<file path="src/rtl/core/mpwq_pkg.sv">
package mpwq_pkg;

   // pool and queue sizes
   localparam int MUTEX_COUNT_DEFAULT = 2;
   localparam int WAIT_DEPTH_DEFAULT  = 8;

   // stored task id width, equal to the task id port width
   localparam int TASK_ID_BITS = 8;

   // request opcodes
   localparam logic [1:0] OP_CREATE = 2'd0;
   localparam logic [1:0] OP_LOCK   = 2'd1;
   localparam logic [1:0] OP_UNLOCK = 2'd2;

   // response status codes
   localparam logic [1:0] STATUS_OK         = 2'd0;
   localparam logic [1:0] STATUS_NO_FREE    = 2'd1;
   localparam logic [1:0] STATUS_QUEUE_FULL = 2'd2;

   // sequencer states
   typedef enum logic [1:0] {
      ST_IDLE,
      ST_DESC,
      ST_QUEUE
   } state_type;

   // descriptor memory commands
   typedef struct packed {
      logic rd;
      logic wr;
      logic clr;
   } desc_cmd_type;

endpackage

</file>
<file path="src/rtl/core/mpwq_desc_ram.sv">
module mpwq_desc_ram import mpwq_pkg::*; #(
   parameter int MUTEX_COUNT = MUTEX_COUNT_DEFAULT,
   parameter int WAIT_DEPTH  = WAIT_DEPTH_DEFAULT,
   localparam int MUTEX_BITS = (MUTEX_COUNT > 1) ? $clog2(MUTEX_COUNT) : 1,
   localparam int HEAD_W     = (WAIT_DEPTH > 1) ? $clog2(WAIT_DEPTH) : 1,
   localparam int COUNT_W    = $clog2(WAIT_DEPTH + 1)
) (
   input  logic                  clock,
   input  logic                  reset,
   input  desc_cmd_type          cmd,
   input  logic [MUTEX_BITS-1:0] rd_addr,
   input  logic [MUTEX_BITS-1:0] wr_addr,
   input  logic [HEAD_W-1:0]     wr_head,
   input  logic [COUNT_W-1:0]    wr_count,
   output logic [HEAD_W-1:0]     rd_head,
   output logic [COUNT_W-1:0]    rd_count
);

   logic [HEAD_W+COUNT_W-1:0] mem [MUTEX_COUNT];
   logic [HEAD_W+COUNT_W-1:0] rd_data_ff;
   logic [MUTEX_COUNT-1:0]    valid_ff;
   logic                      rd_valid_ff;

   // head and count storage, registered read
   always_ff @(posedge clock) begin
      if (cmd.wr) begin
         mem[wr_addr] <= {wr_head, wr_count};
      end
      if (cmd.rd) begin
         rd_data_ff <= mem[rd_addr];
      end
   end

   // entry valid bits, an invalid entry reads as an empty queue
   always_ff @(posedge clock) begin
      if (reset) begin
         valid_ff    <= '0;
         rd_valid_ff <= 1'b0;
      end else begin
         if (cmd.wr) begin
            valid_ff[wr_addr] <= 1'b1;
         end
         if (cmd.clr) begin
            valid_ff[wr_addr] <= 1'b0;
         end
         if (cmd.rd) begin
            rd_valid_ff <= valid_ff[rd_addr];
         end
      end
   end

   assign rd_head  = rd_valid_ff ? rd_data_ff[HEAD_W+COUNT_W-1:COUNT_W] : '0;
   assign rd_count = rd_valid_ff ? rd_data_ff[COUNT_W-1:0] : '0;

endmodule

</file>
<file path="src/rtl/core/mpwq_queue_ram.sv">
module mpwq_queue_ram import mpwq_pkg::*; #(
   parameter int MUTEX_COUNT = MUTEX_COUNT_DEFAULT,
   parameter int WAIT_DEPTH  = WAIT_DEPTH_DEFAULT,
   localparam int MUTEX_BITS = (MUTEX_COUNT > 1) ? $clog2(MUTEX_COUNT) : 1,
   localparam int HEAD_W     = (WAIT_DEPTH > 1) ? $clog2(WAIT_DEPTH) : 1
) (
   input  logic                    clock,
   input  logic                    wr_en,
   input  logic [MUTEX_BITS-1:0]   wr_mutex,
   input  logic [HEAD_W-1:0]       wr_slot,
   input  logic [TASK_ID_BITS-1:0] wr_data,
   input  logic                    rd_en,
   input  logic [MUTEX_BITS-1:0]   rd_mutex,
   input  logic [HEAD_W-1:0]       rd_slot,
   output logic [TASK_ID_BITS-1:0] rd_data
);

   logic [TASK_ID_BITS-1:0] mem [MUTEX_COUNT][WAIT_DEPTH];
   logic [TASK_ID_BITS-1:0] rd_data_ff;

   // waiting task ids, one ring per mutex
   always_ff @(posedge clock) begin
      if (wr_en) begin
         mem[wr_mutex][wr_slot] <= wr_data;
      end
      if (rd_en) begin
         rd_data_ff <= mem[rd_mutex][rd_slot];
      end
   end

   assign rd_data = rd_data_ff;

endmodule

</file>
<file path="src/rtl/core/mutex_pool_with_wait_queues.sv">
// Mutex pool with a FIFO wait queue per mutex.
// Requests enter on start/busy: a request transfers at a rising edge with
// start high and busy low, carrying req_opcode (create, lock, unlock),
// req_mutex_index and req_task_id. Each request gives exactly one response,
// shown for one cycle with rsp_valid high; the receiver cannot stall it.
// Response path, counted from the accepting edge:
//   create, unknown opcode, index outside the pool: response registered
//   straight from the request, busy stays low
//   lock, unlock with an empty queue: descriptor memory read, then response
//   unlock handing the mutex to a waiter: descriptor read, then wait queue memory read
// One request is in flight at a time, so a new request waits for the last
// one's response; busy is high while the sequencer is past idle.
// Create picks the lowest mutex neither allocated nor locked.
// Reset clears the allocated and locked flags and the descriptor valid bits,
// so every queue reads empty straight away; no clearing pass is needed and
// the wait queue memory itself is never cleared.
module mutex_pool_with_wait_queues import mpwq_pkg::*; #(
   parameter int MUTEX_COUNT = MUTEX_COUNT_DEFAULT,
   parameter int WAIT_DEPTH  = WAIT_DEPTH_DEFAULT
) (
   input  logic       clock,
   input  logic       reset,
   input  logic       start,
   output logic       busy,
   input  logic [1:0] req_opcode,
   input  logic       req_mutex_index,
   input  logic [7:0] req_task_id,
   output logic       rsp_valid,
   output logic [1:0] rsp_status,
   output logic       rsp_handle,
   output logic       rsp_must_wait,
   output logic       rsp_woken_valid,
   output logic [7:0] rsp_woken_task
);

   localparam int MUTEX_BITS = (MUTEX_COUNT > 1) ? $clog2(MUTEX_COUNT) : 1;
   localparam int HEAD_W     = (WAIT_DEPTH > 1) ? $clog2(WAIT_DEPTH) : 1;
   localparam int COUNT_W    = $clog2(WAIT_DEPTH + 1);
   localparam int SUM_W      = COUNT_W + 1;

   state_type state_ff, state_in;

   logic [MUTEX_COUNT-1:0] allocated_ff, allocated_in;
   logic [MUTEX_COUNT-1:0] locked_ff, locked_in;

   logic [1:0]            op_ff;
   logic [MUTEX_BITS-1:0] idx_ff;
   logic [7:0]            tid_ff;
   logic                  latch_en;

   logic       rsp_valid_ff, rsp_valid_in;
   logic [1:0] status_ff, status_in;
   logic       handle_ff, handle_in;
   logic       must_wait_ff, must_wait_in;
   logic       woken_valid_ff, woken_valid_in;
   logic [7:0] woken_task_ff, woken_task_in;

   logic                  accept;
   logic                  in_pool;
   logic                  found;
   logic [MUTEX_BITS-1:0] pick;

   desc_cmd_type          desc_cmd;
   logic [MUTEX_BITS-1:0] desc_rd_addr;
   logic [MUTEX_BITS-1:0] desc_wr_addr;
   logic [HEAD_W-1:0]     desc_wr_head;
   logic [COUNT_W-1:0]    desc_wr_count;
   logic [HEAD_W-1:0]     head;
   logic [COUNT_W-1:0]    count;

   logic                    q_wr_en;
   logic                    q_rd_en;
   logic [TASK_ID_BITS-1:0] q_rd_data;

   logic [SUM_W-1:0]  tail_sum;
   logic [HEAD_W-1:0] tail_slot;
   logic [HEAD_W:0]   head_inc;
   logic [HEAD_W-1:0] head_next;
   logic              queue_full;

   assign accept  = start && !busy;
   assign busy    = (state_ff != ST_IDLE);
   assign in_pool = (MUTEX_COUNT > 1) || !req_mutex_index;

   // lowest mutex that is neither allocated nor locked
   always_comb begin
      found = 1'b0;
      pick  = '0;
      for (int i = MUTEX_COUNT - 1; i >= 0; i--) begin
         if (!allocated_ff[i] && !locked_ff[i]) begin
            found = 1'b1;
            pick  = MUTEX_BITS'(i);
         end
      end
   end

   // ring arithmetic on the fetched descriptor
   always_comb begin
      tail_sum  = SUM_W'(head) + SUM_W'(count);
      tail_slot = (tail_sum >= SUM_W'(WAIT_DEPTH)) ? HEAD_W'(tail_sum - SUM_W'(WAIT_DEPTH))
                                                   : HEAD_W'(tail_sum);
      head_inc  = (HEAD_W + 1)'(head) + 1'b1;
      head_next = (head_inc == (HEAD_W + 1)'(WAIT_DEPTH)) ? '0 : HEAD_W'(head_inc);
      queue_full = (count >= COUNT_W'(WAIT_DEPTH));
   end

   // next state
   always_comb begin
      state_in = state_ff;
      unique case (state_ff)
         ST_IDLE: begin
            if (accept && in_pool && (req_opcode == OP_LOCK || req_opcode == OP_UNLOCK)) begin
               state_in = ST_DESC;
            end
         end
         ST_DESC: begin
            if (op_ff == OP_UNLOCK && count != '0) begin
               state_in = ST_QUEUE;
            end else begin
               state_in = ST_IDLE;
            end
         end
         ST_QUEUE: state_in = ST_IDLE;
         default:  state_in = ST_IDLE;
      endcase
   end

   // memory commands, flag updates and response values
   always_comb begin
      latch_en       = 1'b0;
      desc_cmd       = '0;
      desc_rd_addr   = MUTEX_BITS'(req_mutex_index);
      desc_wr_addr   = idx_ff;
      desc_wr_head   = head;
      desc_wr_count  = count;
      q_wr_en        = 1'b0;
      q_rd_en        = 1'b0;
      allocated_in   = allocated_ff;
      locked_in      = locked_ff;
      rsp_valid_in   = 1'b0;
      status_in      = STATUS_OK;
      handle_in      = 1'b0;
      must_wait_in   = 1'b0;
      woken_valid_in = 1'b0;
      woken_task_in  = '0;
      unique case (state_ff)
         ST_IDLE: begin
            if (accept) begin
               latch_en = 1'b1;
               case (req_opcode) inside
                  OP_CREATE: begin
                     rsp_valid_in = 1'b1;
                     if (found) begin
                        allocated_in[pick] = 1'b1;
                        desc_cmd.clr       = 1'b1;
                        desc_wr_addr       = pick;
                        handle_in          = pick[0];
                     end else begin
                        status_in = STATUS_NO_FREE;
                     end
                  end
                  OP_LOCK, OP_UNLOCK: begin
                     if (in_pool) begin
                        desc_cmd.rd = 1'b1;
                     end else begin
                        rsp_valid_in = 1'b1;
                     end
                  end
                  default: rsp_valid_in = 1'b1;
               endcase
            end
         end
         ST_DESC: begin
            if (op_ff == OP_LOCK) begin
               rsp_valid_in      = 1'b1;
               locked_in[idx_ff] = 1'b1;
               if (locked_ff[idx_ff]) begin
                  if (queue_full) begin
                     status_in = STATUS_QUEUE_FULL;
                  end else begin
                     q_wr_en       = 1'b1;
                     desc_cmd.wr   = 1'b1;
                     desc_wr_count = count + 1'b1;
                     must_wait_in  = 1'b1;
                  end
               end
            end else if (count == '0) begin
               rsp_valid_in      = 1'b1;
               locked_in[idx_ff] = 1'b0;
            end else begin
               q_rd_en       = 1'b1;
               desc_cmd.wr   = 1'b1;
               desc_wr_head  = head_next;
               desc_wr_count = count - 1'b1;
            end
         end
         ST_QUEUE: begin
            rsp_valid_in   = 1'b1;
            woken_valid_in = 1'b1;
            woken_task_in  = q_rd_data;
         end
         default: begin
            rsp_valid_in = 1'b0;
         end
      endcase
   end

   // control state
   always_ff @(posedge clock) begin
      if (reset) begin
         state_ff     <= ST_IDLE;
         allocated_ff <= '0;
         locked_ff    <= '0;
         rsp_valid_ff <= 1'b0;
      end else begin
         state_ff     <= state_in;
         allocated_ff <= allocated_in;
         locked_ff    <= locked_in;
         rsp_valid_ff <= rsp_valid_in;
      end
   end

   // request capture and response payload
   always_ff @(posedge clock) begin
      if (latch_en) begin
         op_ff  <= req_opcode;
         idx_ff <= MUTEX_BITS'(req_mutex_index);
         tid_ff <= req_task_id;
      end
      status_ff      <= status_in;
      handle_ff      <= handle_in;
      must_wait_ff   <= must_wait_in;
      woken_valid_ff <= woken_valid_in;
      woken_task_ff  <= woken_task_in;
   end

   assign rsp_valid       = rsp_valid_ff;
   assign rsp_status      = status_ff;
   assign rsp_handle      = handle_ff;
   assign rsp_must_wait   = must_wait_ff;
   assign rsp_woken_valid = woken_valid_ff;
   assign rsp_woken_task  = woken_task_ff;

   mpwq_desc_ram #(
      .MUTEX_COUNT(MUTEX_COUNT),
      .WAIT_DEPTH (WAIT_DEPTH)
   ) u_desc_ram (
      .clock   (clock),
      .reset   (reset),
      .cmd     (desc_cmd),
      .rd_addr (desc_rd_addr),
      .wr_addr (desc_wr_addr),
      .wr_head (desc_wr_head),
      .wr_count(desc_wr_count),
      .rd_head (head),
      .rd_count(count)
   );

   mpwq_queue_ram #(
      .MUTEX_COUNT(MUTEX_COUNT),
      .WAIT_DEPTH (WAIT_DEPTH)
   ) u_queue_ram (
      .clock   (clock),
      .wr_en   (q_wr_en),
      .wr_mutex(idx_ff),
      .wr_slot (tail_slot),
      .wr_data (tid_ff),
      .rd_en   (q_rd_en),
      .rd_mutex(idx_ff),
      .rd_slot (head),
      .rd_data (q_rd_data)
   );

`ifndef ASSERT_OFF
   // a fetched descriptor always leads to a response or a queue read
   a_desc_resolves: assert property (@(posedge clock) disable iff (reset)
      (state_ff == ST_DESC) |=> (rsp_valid || state_ff == ST_QUEUE))
      else $error("descriptor stage left without response or queue read");

   // the queue read stage only follows the descriptor stage
   a_queue_after_desc: assert property (@(posedge clock) disable iff (reset)
      (state_ff == ST_QUEUE) |-> $past(state_ff == ST_DESC))
      else $error("queue read stage entered out of order");

   // a woken waiter is only reported after a queue read
   a_woken_from_queue: assert property (@(posedge clock) disable iff (reset)
      rsp_woken_valid |-> (rsp_valid && $past(state_ff == ST_QUEUE)))
      else $error("woken task reported without queue read");

   // a queued waiter always leaves its mutex locked
   a_wait_keeps_lock: assert property (@(posedge clock) disable iff (reset)
      (rsp_must_wait && rsp_valid) |-> locked_ff[idx_ff])
      else $error("task queued on an unlocked mutex");

   // no new request while a descriptor fetch is pending
   a_busy_while_fetch: assert property (@(posedge clock) disable iff (reset)
      desc_cmd.rd |=> busy)
      else $error("request accepted during descriptor fetch");
`endif

endmodule

</file>
<file path="config.mk">
export PLATFORM = sky130hd
export DESIGN_NAME = mutex_pool_with_wait_queues
export DESIGN_NICKNAME = d
export VERILOG_FILES = /design/src/rtl/core/mpwq_pkg.sv /design/src/rtl/core/mpwq_desc_ram.sv /design/src/rtl/core/mpwq_queue_ram.sv /design/src/rtl/core/mutex_pool_with_wait_queues.sv
export SDC_FILE = /design/constraint.sdc
export NUM_CORES = 1
export LEC_CHECK = 0
export BUFFER_PORTS_ARGS = -buffer_cell sky130_fd_sc_hd__buf_2
export CORE_ASPECT_RATIO = 1.4
export CORE_UTILIZATION = 60
export CTS_BUF_LIST = sky130_fd_sc_hd__clkbuf_8
export CTS_CLUSTER_DIAMETER = 40
export CTS_CLUSTER_SIZE = 20
export DETAILED_ROUTE_END_ITERATION = 8
export MAX_ROUTING_LAYER = met4
export PLACE_DENSITY = 0.75
export SLEW_MARGIN = 10
export SYNTH_ARGS = -nofsm -noshare
export SYNTH_HDL_FRONTEND = slang
export SYNTH_SLANG_ARGS = --single-unit
</file>
<file path="constraint.sdc">
create_clock -name clock -period 4.8 [get_ports clock]
set_clock_uncertainty 0.1 [all_clocks]
set_input_delay 0.24 -clock clock [delete_from_list [all_inputs] [get_ports clock]]
set_output_delay 0.24 -clock clock [all_outputs]
set_load 0.03 [all_outputs]
</file>
==> impl_metrics.yaml, run 1 <==
placement:
  dpl.hpwl_mm: 9.80
  dp.cells: 626
  place_area_sq_um: 7770
  io_buffer_count: 28
  place.gp.congestion: 0.889
clock_tree:
  root_buffer: "clkbuf_8"
  clockBufferDepth: 2
  cts_buffers: 17
  insertion_delay_ns: 0.46
  cts_sinks: 192
  path_clk_slew_ns: 0.10
  h-tree-depth: 4
  cts_tree: "done"
grt:
  grt_pass1_vias: 4091
  grt_usage_pct: 25.5
  antenna_found_initial: 0
  grt_max_degree: 66
  grt.overflow.total: 0
  grt_pass1_wl_mm: 22.3
synthesis:
  syn_inst: 463
  synth_top_area_cell: "edfxtp_1"
  syn_nets: 482
  synth-xor-area-share_pct: 0.701
  syn_area_sq_um: 7490
  synth_top_family_by_area: "multiplexers"
  syn_avg_cell_area_sq_um: 16.2
  async_flop_share_pct: 0
  ys_seq_elements: 192
  synth-compound-area-share_pct: 5.11
  yosys-top-cells-area: "edfxtp_1 (67%), mux2i_1 (9.0%), dfxtp_1 (6.4%)"
  netlist.area_leader.share_pct: 67.3
  yosys.area_share.simple_pct: 7.18
  synth_warnings: 0
  ys_types: 46
  synth_fa_ha_area_share_pct: 0.935
  ys.flop_type: "edfxtp_1"
  synth_edf_count: 168
  yosysSeqAreaShare_pct: 73.7
  synthMuxAreaShare_pct: 10.3
route:
  drt_iter0_markers: 365
  drtPass1Iterations: 5
  detailroute.via_count: 4115
  final_antenna_net_count: 0
  routed_via_density: 6.14
  finalWirelength_mm: 14.7
  post-route-drc-count: 0
  wl_per_cell_um: 21.9
sta:
  fmax_mhz: 294
  hold_viol: 0
  fin_crit_ns: 3.40
  fin_worst_hold_slack_ns: 0.0584
  min_period_over_period_pct: 70.8
  fin_setup_tns_ns: 0
  worst_pin_slew_ns: 1.22
  rsz0062_at_grt: "false"
  slew-limit-headroom_pct: 18.2
  drv_slew: 0
  finalSetupViolations: 0
die:
  core_sq_um: 12000
  fp.dieW_um: 96.4
  pin_count: 29
  fp.dieH_um: 134
  num_rows: 47
  die_area_sq_um: 12900
  start_util_pct: 62.5
worst_setup_path:
  worst_r2r_path_depth: 7
  path_common_cell: "inv_1"
  worst_path_largest_cell_delay_ns: 0.94
  start_kind: "flip-flop"
  crit_arrival_ns: 3.38
  setup.worst_path.end_class: "flip-flop"
  crit_type: "reg2reg"
  path_cells: "nand2_1, inv_1, ha_1, inv_1, fa_1, nand2b_1, nor3_1"
  cp_max_fo: 16
  cp_slowest_cell: "nor3_1"
  crit_required_ns: 4.78
pwr:
  powerDensity_nw_per_um2: 365
  ir_drop_mv: 0.216
  p_leak_nw: 2.73
finish:
  drive_gt1_share_pct: 15.3
  antenna_cells: 0
  synthToLayoutAreaGrowth_pct: 10.6
  layout_common_cells: "edfxtp_1 (168), mux2i_1 (67), o22ai_1 (32)"
  final_cell_area_sq_um: 8280
  final_common_cell: "edfxtp_1"
  finalNetCount: 529
  final_cells: 670
flow_run:
  maxCapViolations: 0
status:
  outcome: "complete, no violations"
min_path:
  min_path_cells: 1
  hold_path.class: "in2reg"
## flip-flops by register name (all words and copies together), names as in the netlist, 2 cells and up, named ones only
| name | cells |
|---|---|
| rsp_status | 2 |
| rsp_woken_task | 8 |
| op_ff | 2 |
| u_queue_ram.mem | 128 |
| u_queue_ram.rd_data | 8 |
| u_desc_ram.mem | 14 |
| tid_ff | 8 |
| u_desc_ram.valid_ff | 2 |
| allocated_ff | 2 |
| state_ff | 2 |
| u_desc_ram.rd_data_ff | 7 |
## synthesized netlist by cell type, types with 2 or more instances
cell type and instances:
and2_1 12, nor4_1 6, nor4bb_1 2, o211ai_1 2, dfxtp_1 24, o21ai_0 4
nor3_1 14, edfxtp_1 168, clkbuf_1 11, xor2_1 4, nand4b_1 2, xnor2_1 2
inv_1 11, nand2_1 13, o41ai_1 2, nor2b_1 6, a211oi_1 3, mux2_2 9
nor2_1 12, mux2i_1 67, nand4_1 3, a21oi_1 6, nand3_1 5, o22ai_1 32
buf_2 4, ha_1 4, buf_6 4, nand2b_1 6, or4_1 8
## per-stage QoR
stage | setup slack [ns] | utilization (%) | total power, mW
after floorplan | 1.49 | - | 1.99
after global placement | 1.63 | 64.8 | 2.03
after detailed placement | 1.44 | 64.8 | 2.04
after CTS | 1.41 | 69.0 | 3.04
after global routing | 1.17 | 69.1 | 3.12
final | 1.40 | 69.1 | 3.03
## worst max-delay path, delay by kind of cell (launching register included)
family                     cells  cell delay [ns]
and+or+nand+nor                3             1.38
DFF                            1             0.61
adders and majority gates      2             0.70
buffers and inverters          2             0.22
## layout make-up
class	count	area, sq um
clock buffers	18	248
clock inverters	14	143
fillers	824	3710
inverters	11	41.3
multi-input cells	240	1820
flip-flops and latches	192	5530
well taps	147	184
repair buffers	48	320
## layer usage
metal,vias to the layer above,track usage [%],wire (um)
met5,-,-,0
met4,0,9.80,404
met3,26,5.10,584
met2,127,43.5,8200
met1,2069,29.1,5490
li1,1893,-,-
## report_power, final
part           internal [mW]  switching [mW]
registers               1.83          0.0362
logic                 0.0585          0.0791
clock network          0.477           0.543
## path summary, 6_finish.rpt
kind / from / endpoint / slack (ns)
setup reg to reg: u_desc_ram.rd_valid_ff / u_queue_ram.mem[1][3] / 1.40
hold reg to reg: u_queue_ram.rd_data[0] / rsp_woken_task[0] / 0.35
hold / removal: req_mutex_index / idx_ff / 0.06
setup / recovery: u_desc_ram.rd_valid_ff / u_queue_ram.mem[1][3] / 1.40
## logic make-up (layout without fill, tap and decap cells)
kind of cell	Yosys count	in the layout
flops	192	192
simple gates	95	95
mux	76	76
compound gates	58	58
buf+inv	31	91
xor+xnor	6	6
fa+ha+maj	5	5
## timing repair
action	CTS	global route
setup buffers	0	0
hold endpoints to repair	19	0
resized for setup	0	0
endpoints found under the setup margin	0	0
hold buffers	12	0
Power figures use the tool's default switching activity.
==> run 2: changes to the inputs <==
--- a/config.mk
+++ b/config.mk
@@ -5,6 +5,7 @@
 export SDC_FILE = /design/constraint.sdc
 export NUM_CORES = 1
 export LEC_CHECK = 0
+export ABC_AREA = 1
 export BUFFER_PORTS_ARGS = -buffer_cell sky130_fd_sc_hd__buf_2
 export CORE_ASPECT_RATIO = 1.4
 export CORE_UTILIZATION = 60
==> constraint.sdc (replaced) <==
create_clock -name clock -period 3.4 [get_ports clock]
set_clock_uncertainty 0.1 [all_clocks]
set_input_delay 0.17 -clock clock [delete_from_list [all_inputs] [get_ports clock]]
set_output_delay 0.17 -clock clock [all_outputs]
set_load 0.03 [all_outputs]
==> impl_metrics.yaml, run 2 <==
synthesis:
  syn_nets: 679
  async_flop_share_pct: 0
  yosys-top-cells-area: "edfxtp_1 (64%), dfxtp_1 (6.1%), inv_1 (4.9%)"
  synthMuxAreaShare_pct: 0
  synth-compound-area-share_pct: 8.57
  yosys.area_share.simple_pct: 12.2
  yosysSeqAreaShare_pct: 70.3
  ys_seq_elements: 192
  syn_avg_cell_area_sq_um: 11.9
  synth_top_family_by_area: "simple AND/OR/NAND/NOR gates"
  synthTopCellsByCount: "edfxtp_1 (168), inv_1 (103), nand2_1 (93)"
  synth_warnings: 0
  syn_inst: 660
  synth_top_area_cell: "edfxtp_1"
  synth-xor-area-share_pct: 0.653
  synth_fa_ha_area_share_pct: 0.892
  synth_edf_count: 168
  syn_area_sq_um: 7860
  ys_types: 29
  netlist.area_leader.share_pct: 64.2
  synth.most_common_cell: "edfxtp_1"
  ys.flop_type: "edfxtp_1"
route:
  wl_per_cell_um: 18.6
  drtPass1Iterations: 6
  finalWirelength_mm: 16.3
  final_antenna_net_count: 0
  post-route-drc-count: 0
  drt_iter0_markers: 381
  routed_via_density: 5.64
  detailroute.via_count: 4942
finish:
  antenna_cells: 0
  final_common_cell: "edfxtp_1"
  fill_cells: 891
  final_cell_area_sq_um: 8690
  final_core_util_pct: 67.8
  reg_top3: "u_queue_ram.mem: 128 flops, u_desc_ram.mem: 14 flops"
  drive_gt1_share_pct: 15.1
  largest_reg_flops: 128
  largest-register: "u_queue_ram.mem"
  finalNetCount: 730
  synthToLayoutAreaGrowth_pct: 10.6
  layout_common_cells: "edfxtp_1 (168), inv_1 (104), nand2_1 (93)"
min_path:
  min_from: "req_task_id[7]"
  hold_end: "tid_ff[7]"
  min_path_cells: 2
  hold_path.class: "in2reg"
clock_tree:
  cts_resized: 0
  cts_setup_buffers: 0
  root_buffer: "clkbuf_8"
  cts_buffers: 17
  postCtsHoldBufs: 13
  h-tree-depth: 4
  insertion_delay_ns: 0.45
  clockBufferDepth: 2
  cts_tree: "done"
  path_clk_slew_ns: 0.10
  cts_sinks: 192
placement:
  place_area_sq_um: 8180
  dpl.hpwl_mm: 11.1
  place.gp.congestion: 0.864
  io_buffer_count: 28
die:
  fp.dieW_um: 98.7
  die_area_sq_um: 13600
  core_sq_um: 12800
  num_rows: 49
  fp.dieH_um: 137
  start_util_pct: 61.3
  pin_count: 29
worst_setup_path:
  timing.rr.start: "u_desc_ram.rd_valid_ff"
  r2r-end: "u_queue_ram.mem[1][7]"
  regToRegSetupSlack_ns: 0.78
  crit_type: "reg2reg"
  cp_max_fo: 8
  path_cells: "nand2_1, inv_1, ha_1, inv_1, fa_1, inv_1, nand3_2, nor3_1, buf_4"
  start_kind: "flip-flop"
  setup.worst_path.end_class: "flip-flop"
  cp_slowest_cell: "dfxtp_1"
  crit_path_start: "u_desc_ram.rd_valid_ff"
  worst_r2r_path_depth: 9
  crit_arrival_ns: 2.69
  crit_required_ns: 3.47
  worst_path_largest_cell_delay_ns: 0.58
  path_common_cell: "inv_1"
grt:
  grt_pass1_vias: 4900
  grt_pass1_wl_mm: 25.0
  grt_max_degree: 125
  grt_usage_pct: 26.9
  grt.overflow.total: 0
  antenna_found_initial: 0
pwr:
  ir_drop_mv: 0.316
  totalPowerFinal_mw: 4.20
  powerDensity_nw_per_um2: 484
  p_leak_nw: 3.46
sta:
  fin_crit_ns: 2.62
  slew-limit-headroom_pct: 43.8
  worst_pin_slew_ns: 0.843
  hold_viol: 0
  fmax_mhz: 381
  rsz0062_at_grt: "false"
  drv_slew: 0
  fin_setup_tns_ns: 0
  min_period_over_period_pct: 77.1
  finalSetupViolations: 0
status:
  outcome: "complete, no violations"
flow_run:
  maxCapViolations: 0
==> run 2: layout make-up <==
type	instances	area, sq um	share of cell area [%]
sequential	192	5530	63.6
multi-input combinational	332	1750	20.1
timing repair buffer	61	433	4.98
inverter	107	402	4.62
clock buffer	17	234	2.69
tap	153	191	2.20
clock inverter	15	150	1.73
==> run 2: per-layer routing <==
metal	part of all wire (%)	track usage [%]	wire, um	up-vias
met3	3.8	4.21	616	48
met2	56	50.1	9110	155
met1	36	27.2	5940	2368
met5	0	-	0	-
met4	4.0	13.9	653	0
li1	-	-	-	2371
==> run 2: worst max path at each step <==
stage / end / slack, ns / cells after the start
2_1_floorplan: u_queue_ram.mem[0][32] / 0.57 / 11
3_3_place_gp: u_queue_ram.mem[1][3] / 0.83 / 9
3_5_place_dp: u_queue_ram.mem[1][0] / 0.77 / 9
4_1_cts: u_queue_ram.mem[1][7] / 0.76 / 9
5_1_grt: u_queue_ram.mem[0][8] / 0.57 / 9
6_report: u_queue_ram.mem[1][7] / 0.78 / 9
==> run 2: where the power goes <==
group          total [mW]  leakage [nW]  internal, mW  switching (mW)
sequential           2.63          1.74          2.58          0.0477
combinational       0.161          1.53        0.0536           0.107
clock                1.42         0.187         0.604           0.813
==> run 2: critical path, delay by kind of cell, from the launching register on <==
| kind | cells | cell delay, ns |
|---|---|---|
| adders and majority gates | 2 | 0.66 |
| DFF | 1 | 0.58 |
| buffers and inverters | 4 | 0.54 |
| and+or+nand+nor | 3 | 0.46 |
==> run 2: logic make-up after synthesis <==
logic type | after synthesis
DFF | 192
xor gates and xnor gates | 5
and+or+nand+nor | 208
buffers and inverters | 136
adders and majority gates | 5
AOI/OAI and AO/OA | 114
==> run 2: metrics by stage <==
stage / cells / setup WS, ns / hold slack (ns)
6_report: 877 / 0.778 / 0.328
5_1_grt: 877 / 0.569 / 0.316
4_1_cts: 877 / 0.761 / 0.303
3_5_place_dp: 832 / 0.769 / 0.249
3_3_place_gp: 832 / 0.834 / 0.247
2_1_floorplan: 660 / 0.570 / 0.169
==> run 3: changes to the inputs <==
--- a/config.mk
+++ b/config.mk
@@ -8,7 +8,7 @@
 export ABC_AREA = 1
 export BUFFER_PORTS_ARGS = -buffer_cell sky130_fd_sc_hd__buf_2
 export CORE_ASPECT_RATIO = 1.4
-export CORE_UTILIZATION = 60
+export CORE_UTILIZATION = 58
 export CTS_BUF_LIST = sky130_fd_sc_hd__clkbuf_8
 export CTS_CLUSTER_DIAMETER = 40
 export CTS_CLUSTER_SIZE = 20
==> constraint.sdc (replaced) <==
create_clock -name clock -period 2.2 [get_ports clock]
set_clock_uncertainty 0.1 [all_clocks]
set_input_delay 0.11 -clock clock [delete_from_list [all_inputs] [get_ports clock]]
set_output_delay 0.11 -clock clock [all_outputs]
set_load 0.03 [all_outputs]
==> impl_metrics.yaml, run 3 (synthesized netlist as in run 2, its figures left out) <==
status:
  outcome: "complete, but fails checks"
  violations: "negative setup slack"
worst_setup_path:
  worst_path_largest_cell_delay_ns: 0.62
  setup.worst_path.end_class: "flip-flop"
  path_delay_family: "adder cells"
  path_cells: "nand2_2, inv_2, ha_4, inv_2, fa_2, nand3_4, nor3_4, buf_6"
  cp_slowest_cell: "fa_2"
  start_kind: "flip-flop"
  regToRegSetupSlack_ns: -0.04
  crit_arrival_ns: 2.32
  path_depth: 8
  cp_max_fo: 8
  path_common_cell: "inv_2"
  crit_required_ns: 2.28
  worst_r2r_path_depth: 8
  crit_type: "reg2reg"
  critPathBufInv: 3
die:
  num_rows: 50
  fp.dieH_um: 140
  start_util_pct: 59.0
  die_area_sq_um: 14000
  fp.dieW_um: 100
  core_sq_um: 13300
  pin_count: 29
grt:
  grt.overflow.total: 0
  grt_max_degree: 66
  grt_usage_pct: 26.9
  grt_pass1_wl_mm: 26.2
  grt_pass1_vias: 5169
  antenna_found_initial: 0
route:
  drtPass1Iterations: 8
  finalWirelength_mm: 16.9
  routed_via_density: 5.52
  wl_per_cell_um: 18.2
  drt_iter0_markers: 522
  post-route-drc-count: 0
  final_antenna_net_count: 0
  detailroute.via_count: 5125
sta:
  rsz0062_at_grt: "true"
  worst_pin_slew_ns: 0.796
  slew-limit-headroom_pct: 47.0
  fmax_mhz: 446
  fin_setup_tns_ns: -1.18
  drv_slew: 0
  fin_crit_ns: 2.24
  finalSetupViolations: 60
  hold_viol: 0
  setup_slack_ns: -0.0415
  min_period_over_period_pct: 102
pwr:
  p_int_mw: 4.98
  powerDensity_nw_per_um2: 697
  ir_drop_mv: 0.432
  totalPowerFinal_mw: 6.47
  p_leak_nw: 3.71
  seqPwrFrac_pct: 62.7
  p_sw_share_pct: 23.0
  p_sw_mw: 1.49
  combPwrFrac_pct: 4.2
  clkPwrFrac_pct: 33.1
finish:
  largest-register: "u_queue_ram.mem"
  finalNetCount: 752
  final_core_util_pct: 69.6
  final_common_cell: "edfxtp_1"
  layout_common_cells: "edfxtp_1 (168), inv_1 (99), nand2_1 (91)"
  reg_top3: "u_queue_ram.mem: 128 flops, u_desc_ram.mem: 14 flops"
  largest_reg_flops: 128
  synthToLayoutAreaGrowth_pct: 18.1
  antenna_cells: 0
  drive_gt1_share_pct: 20.9
clock_tree:
  h-tree-depth: 4
  cts_tree: "done"
  cts_buffers: 17
  root_buffer: "clkbuf_8"
  insertion_delay_ns: 0.47
  cts_sinks: 192
  clockBufferDepth: 2
  path_clk_slew_ns: 0.10
min_path:
  min_path_cells: 2
  hold_path.class: "in2reg"
placement:
  io_buffer_count: 28
  dp_slack_ns: -0.230
  dpl.hpwl_mm: 11.2
  place.gp.congestion: 0.829
flow_run:
  maxCapViolations: 0
[run 3: power groups by stage]
stage,sequential [mW],combinational [mW],clock [mW]
final,4.05,0.272,2.14
after global placement,4.14,0.242,0
after floorplan,4.10,0.179,0
after global routing,4.06,0.297,2.30
after detailed placement,4.14,0.252,0
after CTS,4.05,0.271,2.16
[run 3: layout make-up]
class	instances	area, sq um
sequential	192	5530
fill	919	4050
multi-input combinational	332	1990
timing repair buffer	83	752
inverter	107	407
clock buffer	17	234
tap	182	228
clock inverter	15	134
[run 3: path summary, 6_finish.rpt]
check	start	to
setup / recovery	u_desc_ram.rd_valid_ff	u_queue_ram.mem[0][18]
hold / removal	req_task_id[3]	tid_ff[3]
setup reg to reg	u_desc_ram.rd_valid_ff	u_queue_ram.mem[0][18]
hold reg to reg	op_ff[0]	state_ff[1]
[run 3: repair_timing]
item | 4_1_cts | 5_1_grt
gates resized for setup | 11 | 10
buffers inserted | 8 | 2
hold endpoints to repair | 30 | 0
hold buffers | 13 | 0
endpoints found under the setup margin | 128 | 135
pin swaps | 8 | 6
[run 3: metrics by stage]
step,hold slack (ns),instance area (sq um),cells
2_1_floorplan,0.109,8080,660
3_3_place_gp,0.188,8590,873
3_5_place_dp,0.188,8590,873
4_1_cts,0.240,9230,926
5_1_grt,0.245,9280,928
6_report,0.245,9280,928
[run 3: worst reg2reg max path: cells and delay by family (launching register included)]
| family | cells | cell delay (ns) |
|---|---|---|
| and+or+nand+nor | 3 | 0.45 |
| adders and majority gates | 2 | 0.75 |
| buffers and inverters | 3 | 0.28 |
| DFF | 1 | 0.38 |
[run 3: routing by layer]
metal | GRT usage [%] | part of all wire, % | up-vias
li1 | - | - | 2428
met1 | 29.3 | 35 | 2400
met2 | 46.7 | 54 | 233
met3 | 5.07 | 6.7 | 64
met4 | 13.3 | 4.7 | 0
met5 | - | 0 | -
